$ cat src/pixsn_pkg.sv
`timescale 1ns / 1ps
`default_nettype none
package pixsn_pkg;

  localparam int FRAC_BITS   = 16;
  localparam int PIXEL_COUNT = 64;
  localparam int CHAN_COUNT  = 3;
  localparam int SLOT_COUNT  = PIXEL_COUNT * CHAN_COUNT;
  localparam int SLOT_W      = $clog2(SLOT_COUNT);
  localparam int PIXEL_W     = 6;
  localparam int LEVEL_W     = FRAC_BITS + 1;
  localparam int STORE_W     = FRAC_BITS + 4;
  localparam int WORK_W      = FRAC_BITS + 8;
  localparam int PROD_W      = STORE_W + LEVEL_W + 3;
  localparam int CFG_AW      = 4;
  localparam int CFG_DW      = 32;

  localparam logic signed [WORK_W-1:0] ONE_W  = WORK_W'(1 << FRAC_BITS);
  localparam logic signed [WORK_W-1:0] HALF_W = WORK_W'(1 << (FRAC_BITS - 1));
  localparam logic signed [WORK_W-1:0] STORE_MAX_W = WORK_W'((1 << (STORE_W - 1)) - 1);
  localparam logic signed [WORK_W-1:0] STORE_MIN_W = WORK_W'(-(1 << (STORE_W - 1)));
  localparam logic [LEVEL_W-1:0] ONE_L = LEVEL_W'(1 << FRAC_BITS);

  // channel codes
  localparam logic [1:0] CMD_HUE  = 2'd0;
  localparam logic [1:0] CMD_SAT  = 2'd1;
  localparam logic [1:0] CMD_VAL  = 2'd2;
  localparam logic [1:0] CMD_NONE = 2'd3;

  // register indexes
  localparam logic [1:0] REG_KICK    = 2'd0;
  localparam logic [1:0] REG_RESTORE = 2'd1;
  localparam logic [1:0] REG_FRIC    = 2'd2;
  localparam logic [1:0] REG_TEMP    = 2'd3;

  typedef struct packed {
    logic [PIXEL_W-1:0]   pixel;
    logic [1:0]           command;
    logic [LEVEL_W-1:0]   target;
    logic [LEVEL_W-1:0]   tolerance;
    logic [FRAC_BITS-1:0] random_fraction;
  } in_t;

  typedef struct packed {
    logic [PIXEL_W-1:0] pixel_out;
    logic [1:0]         channel_out;
    logic [LEVEL_W-1:0] level;
  } out_t;

  typedef struct packed {
    logic [FRAC_BITS-1:0] kick_step;
    logic [FRAC_BITS-1:0] restore_step;
    logic [FRAC_BITS-1:0] friction;
    logic [LEVEL_W-1:0]   temperature;
  } cfg_t;

  typedef struct packed {
    logic signed [STORE_W-1:0] pos;
    logic signed [STORE_W-1:0] vel;
  } state_t;

  // entry pixel*3+channel; the unused command maps onto the hue entry
  function automatic logic [SLOT_W-1:0] slot_of(input logic [PIXEL_W-1:0] pixel,
                                                input logic [1:0] command);
    logic [1:0] chan;
    chan = (command == CMD_NONE) ? CMD_HUE : command;
    return SLOT_W'({pixel, 1'b0}) + SLOT_W'(pixel) + SLOT_W'(chan);
  endfunction

endpackage
`default_nettype wire

$ cat src/pixsn_regs.sv
`timescale 1ns / 1ps
`default_nettype none
module pixsn_regs (
  input  wire logic                        clk,
  input  wire logic                        rst_n,
  input  wire logic                        psel,
  input  wire logic                        penable,
  input  wire logic                        pwrite,
  input  wire logic [pixsn_pkg::CFG_AW-1:0] paddr,
  input  wire logic [pixsn_pkg::CFG_DW-1:0] pwdata,
  output      logic [pixsn_pkg::CFG_DW-1:0] prdata,
  output      logic                        pready,
  output      pixsn_pkg::cfg_t             cfg
);

  pixsn_pkg::cfg_t cfg_r;
  pixsn_pkg::cfg_t cfg_nxt;
  logic [1:0]      idx;
  logic            wr;

  assign idx    = paddr[3:2];
  assign wr     = psel && penable && pwrite;
  assign pready = 1'b1;
  assign cfg    = cfg_r;

  always_comb begin
    cfg_nxt = cfg_r;
    if (wr) begin
      case (idx)
        pixsn_pkg::REG_KICK:    cfg_nxt.kick_step    = pwdata[pixsn_pkg::FRAC_BITS-1:0];
        pixsn_pkg::REG_RESTORE: cfg_nxt.restore_step = pwdata[pixsn_pkg::FRAC_BITS-1:0];
        pixsn_pkg::REG_FRIC:    cfg_nxt.friction     = pwdata[pixsn_pkg::FRAC_BITS-1:0];
        pixsn_pkg::REG_TEMP:    cfg_nxt.temperature  = pwdata[pixsn_pkg::LEVEL_W-1:0];
        default:                cfg_nxt = cfg_r;
      endcase
    end
  end

  always_ff @(posedge clk) begin
    if (!rst_n) begin
      cfg_r.kick_step    <= pixsn_pkg::FRAC_BITS'(655);
      cfg_r.restore_step <= pixsn_pkg::FRAC_BITS'(655);
      cfg_r.friction     <= pixsn_pkg::FRAC_BITS'(62259);
      cfg_r.temperature  <= '0;
    end else begin
      cfg_r <= cfg_nxt;
    end
  end

  always_comb begin
    case (idx)
      pixsn_pkg::REG_KICK:    prdata = pixsn_pkg::CFG_DW'(cfg_r.kick_step);
      pixsn_pkg::REG_RESTORE: prdata = pixsn_pkg::CFG_DW'(cfg_r.restore_step);
      pixsn_pkg::REG_FRIC:    prdata = pixsn_pkg::CFG_DW'(cfg_r.friction);
      pixsn_pkg::REG_TEMP:    prdata = pixsn_pkg::CFG_DW'(cfg_r.temperature);
      default:                prdata = '0;
    endcase
  end

endmodule
`default_nettype wire

$ cat config.mk
export PLATFORM = sky130hd
export DESIGN_NAME = pixsn_regs
export DESIGN_NICKNAME = d
export VERILOG_FILES = /design/src/pixsn_pkg.sv /design/src/pixsn_regs.sv
export SDC_FILE = /design/constraint.sdc
export NUM_CORES = 1
export LEC_CHECK = 0
export BUFFER_PORTS_ARGS = -buffer_cell sky130_fd_sc_hd__buf_2
export CAP_MARGIN = 10
export CORE_UTILIZATION = 47
export CTS_CLUSTER_SIZE = 16
export DETAILED_ROUTE_END_ITERATION = 7
export HOLD_SLACK_MARGIN = 0.15
export PLACE_DENSITY = 0.8
export SLEW_MARGIN = 10
export SYNTH_ARGS = -nofsm -noshare
export SYNTH_HDL_FRONTEND = slang
export SYNTH_SLANG_ARGS = --single-unit
export TNS_END_PERCENT = 100
$ cat constraint.sdc
create_clock -name clk -period 2.3 [get_ports clk]
set_input_delay 0.575 -clock clk [delete_from_list [all_inputs] [get_ports clk]]
set_output_delay 0.575 -clock clk [all_outputs]
set_load 0.005 [all_outputs]
After elaboration in Yosys (flattened, before gate mapping)
Cells that the tools add are included.

storage, ports and cells
  register bits after elaboration = 65
  input port bits = 41
  word-level logic and storage cells = 15
  output and inout bits = 98

operators by class
  equality and inequality tests = 3
  reduce and logical (&&, ||, !) cells = 7
  multiplexer cells = 1

operators with widths
  kind                                                  number
  one-hot mux 32 bit (4 select lines)                   1
  AND reduction 2 bit                                   4
  equality test 2 bit (second input constant)           2
  equality test 2 x 1 -> 1 bit (second input constant)  1
  logical AND 1 bit                                     2
  zero test 2 bit                                       1

Longest topological paths before layout
  depth in word-level cells = 3
  mapped depth = 6
  mapped depth without buffers = 3

Worst setup path after synthesis
No wires, ideal clock.

  path type = input to output
  start = input port paddr[3] in the netlist's numbering
  end = output port prdata[10] in the netlist's numbering
  stages on the path = 3
  setup slack = 0.163 ns
  required time = 1.725 ns
  arrival = 1.562 ns
  cell sequence = buf_2 -> buf_2 -> mux4_2

between the ends
  longest elaborated chain between the ends = 2

ends and longest elaborated chain
  item                                               RTL line          source
  from (decl)                                        pixsn_regs.sv:9   input wire logic [pixsn_pkg::CFG_AW-1:0] paddr,
  equality test 2 bit, or another cell as far along  pixsn_regs.sv:51  case (idx)
  one-hot mux 32 bit (4 select lines) (*)            pixsn_regs.sv:51
  to (decl)                                          pixsn_regs.sv:11  output logic [pixsn_pkg::CFG_DW-1:0] prdata,

Mark *: on every way between the ends. The rest lies on a longest branch, timed or not. The select of a mux whose other input is x is not followed.

Worst setup path after layout
  start = input port paddr[2] in the netlist's numbering
  end = output port prdata[9] in the netlist's numbering

Same word-level chain as after synthesis.

==> metrics.md <==
| Metric | Value |
|---|---|
| Status | finished clean |
| Gr ovfl total | 0 |
| Filler cell count | 558 |
| Worst r2r path cells | 2 |
| LEAKAGE | 1.75 nW |
| Max VDD drop | 0.000364 V |
| Wire per inst | 15.2 um |
| CTS tree | yes |
| Total track usage | 22.4% |
| Synthesized area per cell | 10.2 um2 |
| Area grow syn2layout | 23.1% |
| Hold path depth | 2 |
| Post-Syn Area | 3050 um2 |
| Port bufs | 105 |
| Maxcap violations | 0 |
| Measured slew at the worst slew-check pin | 0.573 ns |
| Setup bufs post-CTS | 0 |
| Hold WS | 0.470 ns |
| First-pass GRT wire length | 11.1 mm |
| Met1 GRT Util | 27.3% |
| CTS max path bufs | 2 |
| Crit path kind | in2out |
| Vias in the first global route | 2,280 |
| Hold_sp | cfg[15] |
| Initial Utilization | 50.1% |
| GP Congestion | 0.705 |
| Met2 GRT Util | 37.3% |
| PD cells | 593 nW/um2 |
| Crit path capture type | output pin |
| Fmax | 446 MHz |
| Clk sinks | 65 |
| Floorplan row count | 28 |
| Post-synthesis cell count | 299 |
| RSZ-0062 raised after global routing | false |
| Die area | 6820 um2 |
| HPWL after DPL | 5.06 mm |
| Global route hottest layer | met2 |
| Worst Path Required | 1.73 ns |
| FF-to-FF End | cfg[29] |
| Boundary Pins | 139 |
| Final std cells w/o fill | 479 |
| Critical Path AT | 1.67 ns |
| Fin. Hold Viols | 0 |
| DRC Markers | 0 |
| CTS root buffer | clkbuf_8 |
| Seq cells post-synth | 65 |
| WL final | 7.26 mm |
| Clock-pin slew on the worst setup and hold paths | 0.06 ns |
| Setup Skew | 0 ns |
| Vias | 2,459 |
| H-tree levels | 3 |
| Netlist cell types | 26 |
| 1st-iter DRT viols | 65 |
| Core area | 6100 um2 |
| Max reg flops | 65 |
| Final-stage net count | 440 |
| Antenna Cells | 0 |
| Sequential-to-total area share from yosys stat | 42.6% |
| Worst Setup SP | paddr[2] |
| Fin crit share | 97.5% |
| Cells after DPL | 463 |
| Worst hold path type | reg2reg |
| Chip Height | 82.6 um |
| Slew Viols, Final | 0 |
| Setup Viol. Count Final | 0 |
| Die X | 82.6 um |
| Initial antenna violation count | 0 |
| R2R Path Start | cfg[29] |
| Cts hold-fix bufs | 0 |
| Hold endpoint | cfg[15] |
| FF-to-FF setup slack | 1.63 ns |
| Relative slew slack | 61.8% |
| Pre-Repair DR Iteration Count | 4 |
| Routed vias/inst | 5.13 |
| Largest net degree at the start of global routing | 89 |
| Total power | 2.23 mW |
| Type of origin of the critical path | input port |
| Skew-Pair Late Insertion Delay | 0.34 ns |
| Fin util | 61.7% |
| Worst-path maximum fanout | 15 |
| Final ANT Viol Nets | 0 |
| Synthesis Warnings | 0 |
| CTS Buf Count | 9 |
| Min Clock Period, post-route | 2.24 ns |
| Layout cells sized above 1 | 37.4% |
| M3 GR Usage | 5.05% |
[worst max path at each step]
stage                             to  slack [ns]  depth (start not counted)
after floorplan           prdata[10]        0.16                          3
after global placement     prdata[1]      -0.002                          4
after detailed placement   prdata[9]       -0.04                          3
after CTS                  prdata[9]        0.04                          4
after global routing       prdata[9]       0.003                          4
final                      prdata[9]        0.06                          4
[stage by stage]
| step | TNS (ns) | setup slack (ns) | area (um2) |
|---|---|---|---|
| after floorplan | 0 | 0.163 | 3110 |
| after global placement | -0.00388 | -0.00245 | 3580 |
| after detailed placement | -0.188 | -0.0371 | 3580 |
| after CTS | 0 | 0.0397 | 3760 |
| after global routing | 0 | 0.00319 | 3760 |
| final | 0 | 0.0575 | 3760 |
[critical path: stages]
cell,delay (ns)
buf_2,0.29
buf_4,0.31
mux4_2,0.34
buf_2,0.14
[cells in the mapped netlist]
cell | instances | area share [%]
nor2_1 | 1 | 0.12
conb_1 | 2 | 0.25
o31ai_1 | 3 | 0.74
dfxtp_1 | 65 | 43
buf_6 | 2 | 0.74
nor2b_1 | 15 | 3.1
buf_4 | 18 | 4.4
nand2_1 | 61 | 7.5
clkbuf_1 | 12 | 1.5
inv_1 | 10 | 1.2
nor3_1 | 1 | 0.16
buf_2 | 8 | 1.3
or3_1 | 1 | 0.21
or3b_1 | 1 | 0.29
and3_1 | 1 | 0.21
nand3_2 | 1 | 0.33
buf_8 | 1 | 0.49
nor3b_1 | 1 | 0.25
o211ai_1 | 13 | 3.2
or2_1 | 1 | 0.21
buf_1 | 1 | 0.12
mux4_2 | 16 | 12
nand2b_1 | 1 | 0.21
o21ai_0 | 10 | 1.6
nor2_4 | 1 | 0.37
mux2i_1 | 52 | 17
[layout make-up]
class,instances,area (um2),area share (%)
clock buffer,11,141,3.76
multi-input combinational,196,1510,40.2
timing repair buffer,117,643,17.1
clock inverter,5,31.3,0.832
inverter,10,37.5,0.999
sequential,65,1300,34.6
tap,75,93.8,2.50
[where the power goes]
part           total, mW  leakage (nW)  internal (mW)  switching, mW
sequential          1.15         0.526           1.14         0.0129
combinational      0.217          1.13          0.100          0.117
clock              0.857        0.0891          0.416          0.441
[cell families after synthesis]
group | share of synthesized area [%]
buffers and inverters | 9.79
flip-flops | 42.6
AND/OR/NAND/NOR | 12.9
AO/OA/AOI/OAI | 5.57
multiplexers | 28.9
other | 0.246
[per-layer routing]
metal / vias to the layer above / share of wire, %
met4: 0 / 1.7
met5: - / 0
li1: 1188 / -
met1: 1171 / 43
met3: 10 / 5.5
met2: 90 / 50
[layout by cell type, fill, tap and decap left out, drive strengths merged]
cell | netlist | routed
or2 | 1 | 1
conb | 2 | 16
inv | 10 | 10
mux2i | 52 | 52
o31ai | 3 | 3
and3 | 1 | 1
buf | 30 | 117
mux4 | 16 | 16
o211ai | 13 | 13
clkbuf | 12 | 11
nor2b | 15 | 15
nand2b | 1 | 1
clkinvlp | 0 | 1
o21ai | 10 | 10
nor3 | 1 | 1
dfxtp | 65 | 65
or3 | 1 | 1
clkinv | 0 | 4
nor2 | 2 | 2
nand3 | 1 | 1
nand2 | 61 | 61
or3b | 1 | 1
nor3b | 1 | 1
[repair_timing]
action / 4_1_cts / 5_1_grt
hold endpoints to repair: 0 / 0
gates resized for setup: 1 / 0
setup endpoints to repair: 12 / 0
(Power assumes the default switching activity.)
