### src/pixsn_pkg.sv
`timescale 1ns / 1ps
`default_nettype none
package pixsn_pkg;

  localparam int FRAC_BITS   = 16;
  localparam int PIXEL_COUNT = 64;
  localparam int CHAN_COUNT  = 3;
  localparam int SLOT_COUNT  = PIXEL_COUNT * CHAN_COUNT;
  localparam int SLOT_W      = $clog2(SLOT_COUNT);
  localparam int PIXEL_W     = 6;
  localparam int LEVEL_W     = FRAC_BITS + 1;
  localparam int STORE_W     = FRAC_BITS + 4;
  localparam int WORK_W      = FRAC_BITS + 8;
  localparam int PROD_W      = STORE_W + LEVEL_W + 3;
  localparam int CFG_AW      = 4;
  localparam int CFG_DW      = 32;

  localparam logic signed [WORK_W-1:0] ONE_W  = WORK_W'(1 << FRAC_BITS);
  localparam logic signed [WORK_W-1:0] HALF_W = WORK_W'(1 << (FRAC_BITS - 1));
  localparam logic signed [WORK_W-1:0] STORE_MAX_W = WORK_W'((1 << (STORE_W - 1)) - 1);
  localparam logic signed [WORK_W-1:0] STORE_MIN_W = WORK_W'(-(1 << (STORE_W - 1)));
  localparam logic [LEVEL_W-1:0] ONE_L = LEVEL_W'(1 << FRAC_BITS);

  // channel codes
  localparam logic [1:0] CMD_HUE  = 2'd0;
  localparam logic [1:0] CMD_SAT  = 2'd1;
  localparam logic [1:0] CMD_VAL  = 2'd2;
  localparam logic [1:0] CMD_NONE = 2'd3;

  // register indexes
  localparam logic [1:0] REG_KICK    = 2'd0;
  localparam logic [1:0] REG_RESTORE = 2'd1;
  localparam logic [1:0] REG_FRIC    = 2'd2;
  localparam logic [1:0] REG_TEMP    = 2'd3;

  typedef struct packed {
    logic [PIXEL_W-1:0]   pixel;
    logic [1:0]           command;
    logic [LEVEL_W-1:0]   target;
    logic [LEVEL_W-1:0]   tolerance;
    logic [FRAC_BITS-1:0] random_fraction;
  } in_t;

  typedef struct packed {
    logic [PIXEL_W-1:0] pixel_out;
    logic [1:0]         channel_out;
    logic [LEVEL_W-1:0] level;
  } out_t;

  typedef struct packed {
    logic [FRAC_BITS-1:0] kick_step;
    logic [FRAC_BITS-1:0] restore_step;
    logic [FRAC_BITS-1:0] friction;
    logic [LEVEL_W-1:0]   temperature;
  } cfg_t;

  typedef struct packed {
    logic signed [STORE_W-1:0] pos;
    logic signed [STORE_W-1:0] vel;
  } state_t;

  // entry pixel*3+channel; the unused command maps onto the hue entry
  function automatic logic [SLOT_W-1:0] slot_of(input logic [PIXEL_W-1:0] pixel,
                                                input logic [1:0] command);
    logic [1:0] chan;
    chan = (command == CMD_NONE) ? CMD_HUE : command;
    return SLOT_W'({pixel, 1'b0}) + SLOT_W'(pixel) + SLOT_W'(chan);
  endfunction

endpackage
`default_nettype wire

### src/pixsn_step.sv
`timescale 1ns / 1ps
`default_nettype none
module pixsn_step (
  input  wire pixsn_pkg::cfg_t                        cfg,
  input  wire logic [1:0]                             command,
  input  wire logic [pixsn_pkg::LEVEL_W-1:0]          target,
  input  wire logic [pixsn_pkg::LEVEL_W-1:0]          tolerance,
  input  wire logic [pixsn_pkg::FRAC_BITS-1:0]        random_fraction,
  input  wire pixsn_pkg::state_t                      cur,
  output      pixsn_pkg::state_t                      nxt,
  output      logic [pixsn_pkg::LEVEL_W-1:0]          level
);

  localparam int W  = pixsn_pkg::WORK_W;
  localparam int SW = pixsn_pkg::STORE_W;
  localparam int LW = pixsn_pkg::LEVEL_W;
  localparam int FB = pixsn_pkg::FRAC_BITS;
  localparam int PW = pixsn_pkg::PROD_W;

  logic                  wraps;
  logic signed [W-1:0]   tgt_raw, tgt_w, tol_w, inv_w;
  logic signed [W-1:0]   pos_ext, vel_ext, pos_a;
  logic signed [W-1:0]   kick_w, rest_w, step0, step1, step2;
  logic signed [W-1:0]   upper_w, lower_w, vsum_w, vel_s, pos_b;
  logic [LW-1:0]         rnd2;
  logic [LW-1:0]         rnd_l;
  logic signed [PW-1:0]  vel_p, fric_p, prod_w, prod_adj, prod_sh;
  logic [LW-1:0]         pos_c;

  always_comb begin
    wraps   = (command == pixsn_pkg::CMD_HUE);
    tgt_raw = $signed(W'(target));
    tol_w   = $signed(W'(tolerance));
    pos_ext = W'(cur.pos);
    vel_ext = W'(cur.vel);

    // hue: pull position within half a turn of the target
    inv_w = tgt_raw + pixsn_pkg::HALF_W;
    tgt_w = (wraps && tgt_raw > pixsn_pkg::ONE_W) ? tgt_raw - pixsn_pkg::ONE_W : tgt_raw;
    pos_a = (wraps && pos_ext > inv_w) ? pos_ext - pixsn_pkg::ONE_W : pos_ext;

    // temperature kick
    kick_w = $signed(W'(cfg.kick_step));
    rest_w = $signed(W'(cfg.restore_step));
    rnd_l  = LW'(random_fraction);
    rnd2   = {random_fraction, 1'b0};
    step0  = '0;
    if (rnd_l <= cfg.temperature) begin
      if (rnd2 < cfg.temperature) begin
        step0 = -kick_w;
      end else if (rnd2 > cfg.temperature) begin
        step0 = kick_w;
      end
    end

    // restoring push outside the dead band; downward only on hue or zero target
    upper_w = tgt_w + tol_w;
    lower_w = tgt_w - tol_w;
    step1 = ((wraps || tgt_w == '0) && pos_a > upper_w) ? step0 - rest_w : step0;
    step2 = (pos_a < lower_w) ? step1 + rest_w : step1;

    vsum_w = vel_ext + step2;
    if (vsum_w > pixsn_pkg::STORE_MAX_W) begin
      vel_s = pixsn_pkg::STORE_MAX_W;
    end else if (vsum_w < pixsn_pkg::STORE_MIN_W) begin
      vel_s = pixsn_pkg::STORE_MIN_W;
    end else begin
      vel_s = vsum_w;
    end
    pos_b = pos_a + vel_s;

    // friction, truncated toward zero
    vel_p    = PW'(vel_s);
    fric_p   = $signed(PW'(cfg.friction));
    prod_w   = vel_p * fric_p;
    prod_adj = (prod_w < 0) ? prod_w + $signed(PW'((1 << FB) - 1)) : prod_w;
    prod_sh  = prod_adj >>> FB;

    if (wraps) begin
      if (pos_b < 0) begin
        pos_c = LW'(pos_b[FB-1:0]);
      end else if (pos_b > pixsn_pkg::ONE_W) begin
        pos_c = (pos_b[FB-1:0] == '0) ? pixsn_pkg::ONE_L : LW'(pos_b[FB-1:0]);
      end else begin
        pos_c = pos_b[LW-1:0];
      end
    end else begin
      if (pos_b < 0) begin
        pos_c = '0;
      end else if (pos_b > pixsn_pkg::ONE_W) begin
        pos_c = pixsn_pkg::ONE_L;
      end else begin
        pos_c = pos_b[LW-1:0];
      end
    end

    nxt.pos = $signed(SW'(pos_c));
    nxt.vel = prod_sh[SW-1:0];
    level   = (command == pixsn_pkg::CMD_NONE) ? '0 : pos_c;
  end

endmodule
`default_nettype wire

### config.mk
export PLATFORM = sky130hd
export DESIGN_NAME = pixsn_step
export DESIGN_NICKNAME = d
export VERILOG_FILES = /design/src/pixsn_pkg.sv /design/src/pixsn_step.sv
export SDC_FILE = /design/constraint.sdc
export NUM_CORES = 1
export LEC_CHECK = 0
export BUFFER_PORTS_ARGS = -buffer_cell sky130_fd_sc_hd__buf_2
export CORE_ASPECT_RATIO = 1.5
export CORE_MARGIN = 2
export CORE_UTILIZATION = 54
export DETAILED_ROUTE_END_ITERATION = 6
export PLACE_DENSITY = 0.78
export SETUP_SLACK_MARGIN = 0.5
export SYNTH_ARGS = -nofsm -noshare
export SYNTH_HDL_FRONTEND = slang
export SYNTH_SLANG_ARGS = --single-unit
### constraint.sdc
create_clock -name vclk -period 19.66
set_input_delay 1.966 -clock vclk [all_inputs]
set_output_delay 1.966 -clock vclk [all_outputs]
set_load 0.1 [all_outputs]
After elaboration in Yosys (flattened, before gate mapping)
Cells that the tools add are included.
{"block": "word_totals", "register_bits": 0, "input_bits": 157, "output_inout_bits": 57, "elab_cells": 49}
{"block": "op_classes", "addsub": 11, "mul": 1, "n_lt_le_gt_ge": 12, "n_eq_ne": 1, "n_mux": 17, "n_reduce_logical": 7}
{"operator": "two-way mux 24 bit", "n": 8}
{"operator": "two-way mux 17 bit", "n": 7}
{"operator": "< comparator 40 x 1 -> 1 bit (second input constant)", "n": 1}
{"operator": "multiplier 24 x 17 -> 40 bit", "n": 1}
{"operator": "adder 36 x 17 -> 36 bit (second input constant)", "n": 1}
{"operator": "two-way mux 36 bit", "n": 1}
{"operator": "adder 20 x 24 -> 24 bit", "n": 1}
{"operator": "adder 24 x 17 -> 24 bit", "n": 1}
{"operator": "adder 24 x 18 -> 24 bit", "n": 1}
{"operator": "adder 24 bit", "n": 1}
{"operator": "> comparator 24 x 18 -> 1 bit (second input constant)", "n": 1}
{"operator": "> comparator 24 x 20 -> 1 bit (second input constant)", "n": 1}
{"operator": "> comparator 24 bit", "n": 1}
{"operator": "zero test 24 bit", "n": 1}
{"operator": "< comparator 24 x 1 -> 1 bit (second input constant)", "n": 1}
{"operator": "< comparator 24 x 20 -> 1 bit (second input constant)", "n": 1}
{"operator": "< comparator 24 bit", "n": 1}
{"operator": "negation 16 -> 24 bit", "n": 1}
{"operator": "subtractor 24 x 17 -> 24 bit", "n": 1}
{"operator": "subtractor 24 x 18 -> 24 bit", "n": 1}
{"operator": "subtractor 20 x 18 -> 21 bit (second input constant)", "n": 1}
{"operator": "> comparator 20 x 19 -> 1 bit", "n": 1}
{"operator": "adder 17 x 16 -> 18 bit (second input constant)", "n": 1}
{"operator": "subtractor 17 x 17 -> 18 bit (second input constant)", "n": 1}
{"operator": "other kinds (10)", "n": 12}

Longest topological paths before layout
Gate-level depths: netlist (run 1).
{"block": "depth", "word_depth": 20, "mapped_depth": 78, "mapped_depth_nobuf": 75}

Least setup slack after synthesis (run 1)
No wires, ideal clock.
{"block": "synth_path", "path_type": "input to output", "startpoint": "input port tolerance[2] in the netlist's numbering", "endpoint": "output port nxt[9] in the netlist's numbering", "arrival_time_ns": 20.087, "required_time_ns": 17.694, "slack_ns": -2.393, "cell_stages": 74, "n_path_buf": 6, "path_cell_list": "inv_1 ha_1 nand2b_1 a21oi_1 o21ai_0 a21oi_1 o21ai_0 a21oi_1 o21bai_1 a21oi_1 o21ai_0 o31ai_1 a211oi_1 o311ai_0 ha_1 nand4_1 inv_1 a221oi_1 [... 38 more ...] fa_1 inv_1 fa_1 inv_1 ha_1 a21oi_1 o21bai_1 a211o_1 a21oi_1 a31oi_1 o2111ai_1 nand2_1 a311o_1 and3_1 a31o_2 buf_2 nand3_1 a21boi_0"}
{"item": "start, declared", "line_no": "pixsn_step.sv:7", "source": "input wire logic [pixsn_pkg::LEVEL_W-1:0] tolerance,"}
{"item": "end, declared", "line_no": "pixsn_step.sv:10", "source": "output pixsn_pkg::state_t nxt,"}

==> results of run 1 <==
## synthesized netlist by cell type, types with 32 or more instances
| cell | number | area (um^2) |
|---|---|---|
| nor3_1 | 37 | 185.2 |
| nand2_1 | 358 | 1344 |
| a21o_1 | 41 | 307.8 |
| fa_1 | 378 | 7567 |
| clkbuf_1 | 61 | 229.0 |
| ha_1 | 317 | 3966 |
| xnor2_1 | 107 | 937.2 |
| inv_1 | 601 | 2256 |
| nor2_1 | 123 | 461.7 |
| a21oi_1 | 128 | 640.6 |
| o21a_1 | 32 | 240.2 |
| xor2_1 | 59 | 516.8 |
| nand3_1 | 42 | 210.2 |
| and2_1 | 167 | 1045 |
| o21ai_0 | 103 | 515.5 |
## what timing repair did
item	4_1_cts	5_1_grt
gates resized for setup	194	94
gates cloned	3	0
pin swaps	166	84
endpoints found under the setup margin	20	20
setup buffers	81	28
## metal layers
| layer | up-vias | wire (um) |
|---|---|---|
| met3 | 333 | 3880 |
| met4 | 6 | 5128 |
| met5 | - | 41 |
| met1 | 11070 | 25260 |
| met2 | 856 | 38210 |
| li1 | 10400 | - |
## worst max-delay path, delay by kind of cell
family          cells  cell delay [ns]
compound gates     33             5.76
xor+xnor            4             0.62
fa+ha+maj          12             4.72
buf+inv            18             2.05
mux                 1             0.15
simple gates       14             2.51
## cells by family (layout without fill, tap and decap cells)
group / after synthesis / in the layout / share of synthesized area, %
compound gates: 509 / 511 / 14.09
xor+xnor: 168 / 168 / 6.326
fa+ha+maj: 695 / 695 / 48.88
buf+inv: 697 / 1114 / 11.33
mux: 19 / 19 / 0.8697
other cells: 1 / 6 / 0.01589
simple gates: 888 / 888 / 18.49
## final timing paths
kind / endpoint / depth (start not counted) / start / slack, ns
hold / removal: level[0] / 5 / cur[20] / 4.62
setup / recovery: nxt[8] / 82 / tolerance[1] / -0.09
## metrics by stage
stage / cell area [um^2] / TNS [ns]
after global placement: 27660 / -10.44
after global routing: 29780 / -11.74
after CTS: 29100 / 0
after floorplan: 24420 / 0
final: 29780 / -1.022
after detailed placement: 27660 / -18.05
## cell type report
class | count | area, um^2 | area share [%]
Antenna cell | 3 | 7.507 | 0.02521
Timing Repair Buffer | 512 | 4184 | 14.05
Inverter | 602 | 2262 | 7.595
Multi-Input combinational cell | 2284 | 22620 | 75.94
Tap cell | 570 | 713.2 | 2.395
==> metrics, run 1 <==
antenna-violating nets left 0; Worst Hold Class input port to output port; cell mode on critical path buf_4; Fill cells 3,303; commonest non-fill, non-tap cell in the layout inv_1; post-route setup slack -0.09441 ns; core area between 40,000 and 50,000 um^2; first-pass GRT wire length between 100,000 and 150,000 um; vias in the first global route around 25,000; DR iter-0 viols about 1,200; Routed WL per cell around 18 um; Seq cells 0; slowest CP cell fa_1; Die Span X approximately 170 um; failing checks setup timing; Slew HR 17.74%; Max Cap Violations 0; Syn. warnings 0; CP Class input port to output port; status finished with violations; initial antenna violation count 5; Post-Syn Area around 24,000 um^2; CP arrival approximately 18 ns; synthesized instance count 2,977; hold_ws 4.616 ns; NumNets Final between 4,000 and 5,000; Cell Count Post-Placement just under 4,000; row cnt between 90 and 100; fin cells 3,971; CTS Hold Bufs 0; sequential share of the synthesized area 0%; fraction of layout cells with a size suffix above 1 23.66%; port buffer count between 200 and 250; # setup viols final 19; routability-driven placement congestion ratio between 0.9 and 1; P&R area growth vs syn 26.23%; DR DRC count 0; GR Util met3 under 10%; Total GRT Usage roughly a third; HPWL after detailed placement 60,290 um; Final Max Tran Viols 0; critical path endpoint category output port; CP Data Required Time approximately 18 ns; CP max FO 7; Avg Inst Size Synth approximately 8 um^2; DIE AREA between 40,000 and 50,000 um^2; I/O Pins 214; Initial Utilization between 50% and 60%; RSZ-0062 raised after global routing true; Storage cell area 0 um^2; CP max stage delay 0.55 ns; Layout Utilization 69.18%; busiest grt layer met2; dpl ws -1.125 ns; Die Span Y about 260 um; post-synthesis cell type count a little under 90; crit path time final 19.75 ns; Post-Route WL slightly above 70,000 um; gr ovfl total 0; CP Launch Type input port; Via Count about 23,000; Slew @ Worst Pin around 1.2 ns; largest net degree at the start of global routing 27; First-pass DRT Iterations 7; CLK BUF 0; commonest cells after routing, fill and taps aside 574 x inv_1, 359 x fa_1, 341 x nand2_1; DR vias/cell about 5.7; FMAX around 50 MHz; fin crit share 100.5%; final hold vios 0; GR met2 Demand/Resource 60.77%; grt met1 use 32.33%
Power of run 1 is not shown: default switching activity piles up to over one toggle a cycle in this logic, so the estimate is an artifact.
==> inputs of run 2 (changes only) <==
Settings changed: CORE_UTILIZATION 54 to 55, PLACE_DENSITY 0.78 to 0.8.
==> run 2 against run 1 <==
Effect of this change:
- the run still ends with setup timing left
- first-iteration DRC count increased by 15%
- core utilization increased by 1.2 points
- final area decreased by 0.39%
- via count increased by 1.7%
- worst hold slack got worse by 0.014 ns
- clock-buffer cell count unchanged
- fmax decreased by 2.2%
- non-clock buffer count decreased by 12
- die area decreased by 1.8%
- sequential share of layout area unchanged
- routed wire length increased by 5.0%
- cell count decreased by 0.48%
- critical endpoint is now nxt[15]
==> metrics, run 2 (same netlist as run 1, synthesis figures left out) <==
FMAX 49.51 MHz (-2.2%); CP arrival 18.23 ns (+0.44 ns); fraction of layout cells with a size suffix above 1 22.98% (-0.68 points); Slew HR 19.74% (+2.0 points); crit path time final 20.20 ns (+0.4438 ns); Final Max Tran Viols 0 (unchanged); P&R area growth vs syn 25.73%; Via Count 23,050 (+1.7%); footprint of the multi-input gates 22,500 um^2 (-0.51%); post-route setup slack -0.5382 ns (-0.4438 ns); CP max stage delay 0.57 ns (+0.02 ns); RSZ-0062 raised after global routing true; # setup viols final 20 (+1); status finished with violations; Storage cell area 0 um^2 (unchanged); Routed WL per cell 19.27 um (+5.5%); slowest CP cell fa_1; CLK BUF 0 (unchanged); CP Data Required Time 17.69 ns (about the same); Slew @ Worst Pin 1.195 ns (-0.02939 ns); Seq cells 0 (unchanged); final hold vios 0 (unchanged); Total GRT Usage 32.88% (+1.4 points); gr ovfl total 0 (unchanged); DR vias/cell 5.833 (+2.2%); Initial Utilization 56.00% (+1.2 points); critical path endpoint category output port; Die Span X 173.1 um (-0.89%); DR iter-0 viols 1,336 (+15%); core area 42,130 um^2 (-2.1%); HPWL after detailed placement 60,360 um (+0.13%); fin crit share 102.7% (+2.3 points); DIE AREA 44,610 um^2 (-1.8%); failing checks setup timing; port buffer count 211 (unchanged); NumNets Final 4,240 (-0.28%); row cnt 92 (-1.1%); first-pass GRT wire length 120,400 um (+3.2%); commonest cells after routing, fill and taps aside 580 x inv_1, 359 x fa_1, 345 x nand2_1; First-pass DRT Iterations 5 (-2); post-route cell area 29,670 um^2 (-0.39%); routability-driven placement congestion ratio 0.9817 (-0.76%); largest net degree at the start of global routing 27 (unchanged); vias in the first global route 25,380 (+3.0%); Worst Hold Class input port to output port; Fill cells 3,087 (-6.5%); commonest non-fill, non-tap cell in the layout inv_1; antenna-violating nets left 0 (unchanged); Max Cap Violations 0 (unchanged); Post-Route WL 76,140 um (+5.0%); CP max FO 8 (+1); Die Span Y 257.7 um (-0.90%); placed cell area 27,500 um^2 (-0.57%); initial antenna violation count 3 (-2); DR DRC count 0 (unchanged); CP Launch Type input port; CTS Hold Bufs 0 (unchanged); Final TNS setup -8.760 ns (-7.737 ns); I/O Pins 214 (unchanged); CP Class input port to output port
-- run 2: through the flow --
| step | std cells | setup WS [ns] | hold slack, ns | utilization (%) |
|---|---|---|---|---|
| 2_1_floorplan | 2979 | 0.4331 | 4.439 | - |
| 3_3_place_gp | 3825 | -0.9497 | 4.590 | 65.27 |
| 3_5_place_dp | 3825 | -1.490 | 4.592 | 65.27 |
| 4_1_cts | 3920 | -0.007528 | 4.592 | 69.16 |
| 5_1_grt | 3952 | -1.118 | 4.612 | 70.41 |
| 6_report | 3952 | -0.5382 | 4.602 | 70.41 |
-- run 2: final timing paths --
check | startpoint | end | slack (ns) | cells after the start
min | command[1] | nxt[31] | 4.60 | 4
max | tolerance[1] | nxt[15] | -0.54 | 78
-- run 2: repair_timing --
| item | in CTS | in global routing |
|---|---|---|
| resized for setup | 200 | 69 |
| pin swaps | 170 | 71 |
| endpoints found under the setup margin | 20 | 20 |
| setup buffers | 92 | 30 |
| gates cloned | 3 | 0 |
| hold endpoints to repair | 0 | 0 |
-- run 2: per-layer routing --
layer | part of all wire [%] | vias to the layer above | global-route usage [%]
met3 | 6.9 | 434 | 5.403
met5 | 0.020 | - | 0
met4 | 8.7 | 2 | 23.52
met2 | 51 | 1105 | 62.40
met1 | 33 | 11140 | 32.09
li1 | - | 10370 | -
-- run 2: cell type report --
| class | count | area share, % |
|---|---|---|
| Antenna cell | 2 | 0.01687 |
| Inverter | 602 | 7.634 |
| Multi-Input combinational cell | 2284 | 75.85 |
| Tap cell | 564 | 2.379 |
| Timing Repair Buffer | 500 | 14.12 |
-- run 2: worst max-delay path: cells and delay by family --
family          cells  cell delay [ns]
fa+ha+maj          13             5.14
mux                 1             0.19
compound gates     30             5.56
buf+inv            14             1.67
xor+xnor            5             1.00
simple gates       15             2.68
Power of run 2 is left out for the same reason.
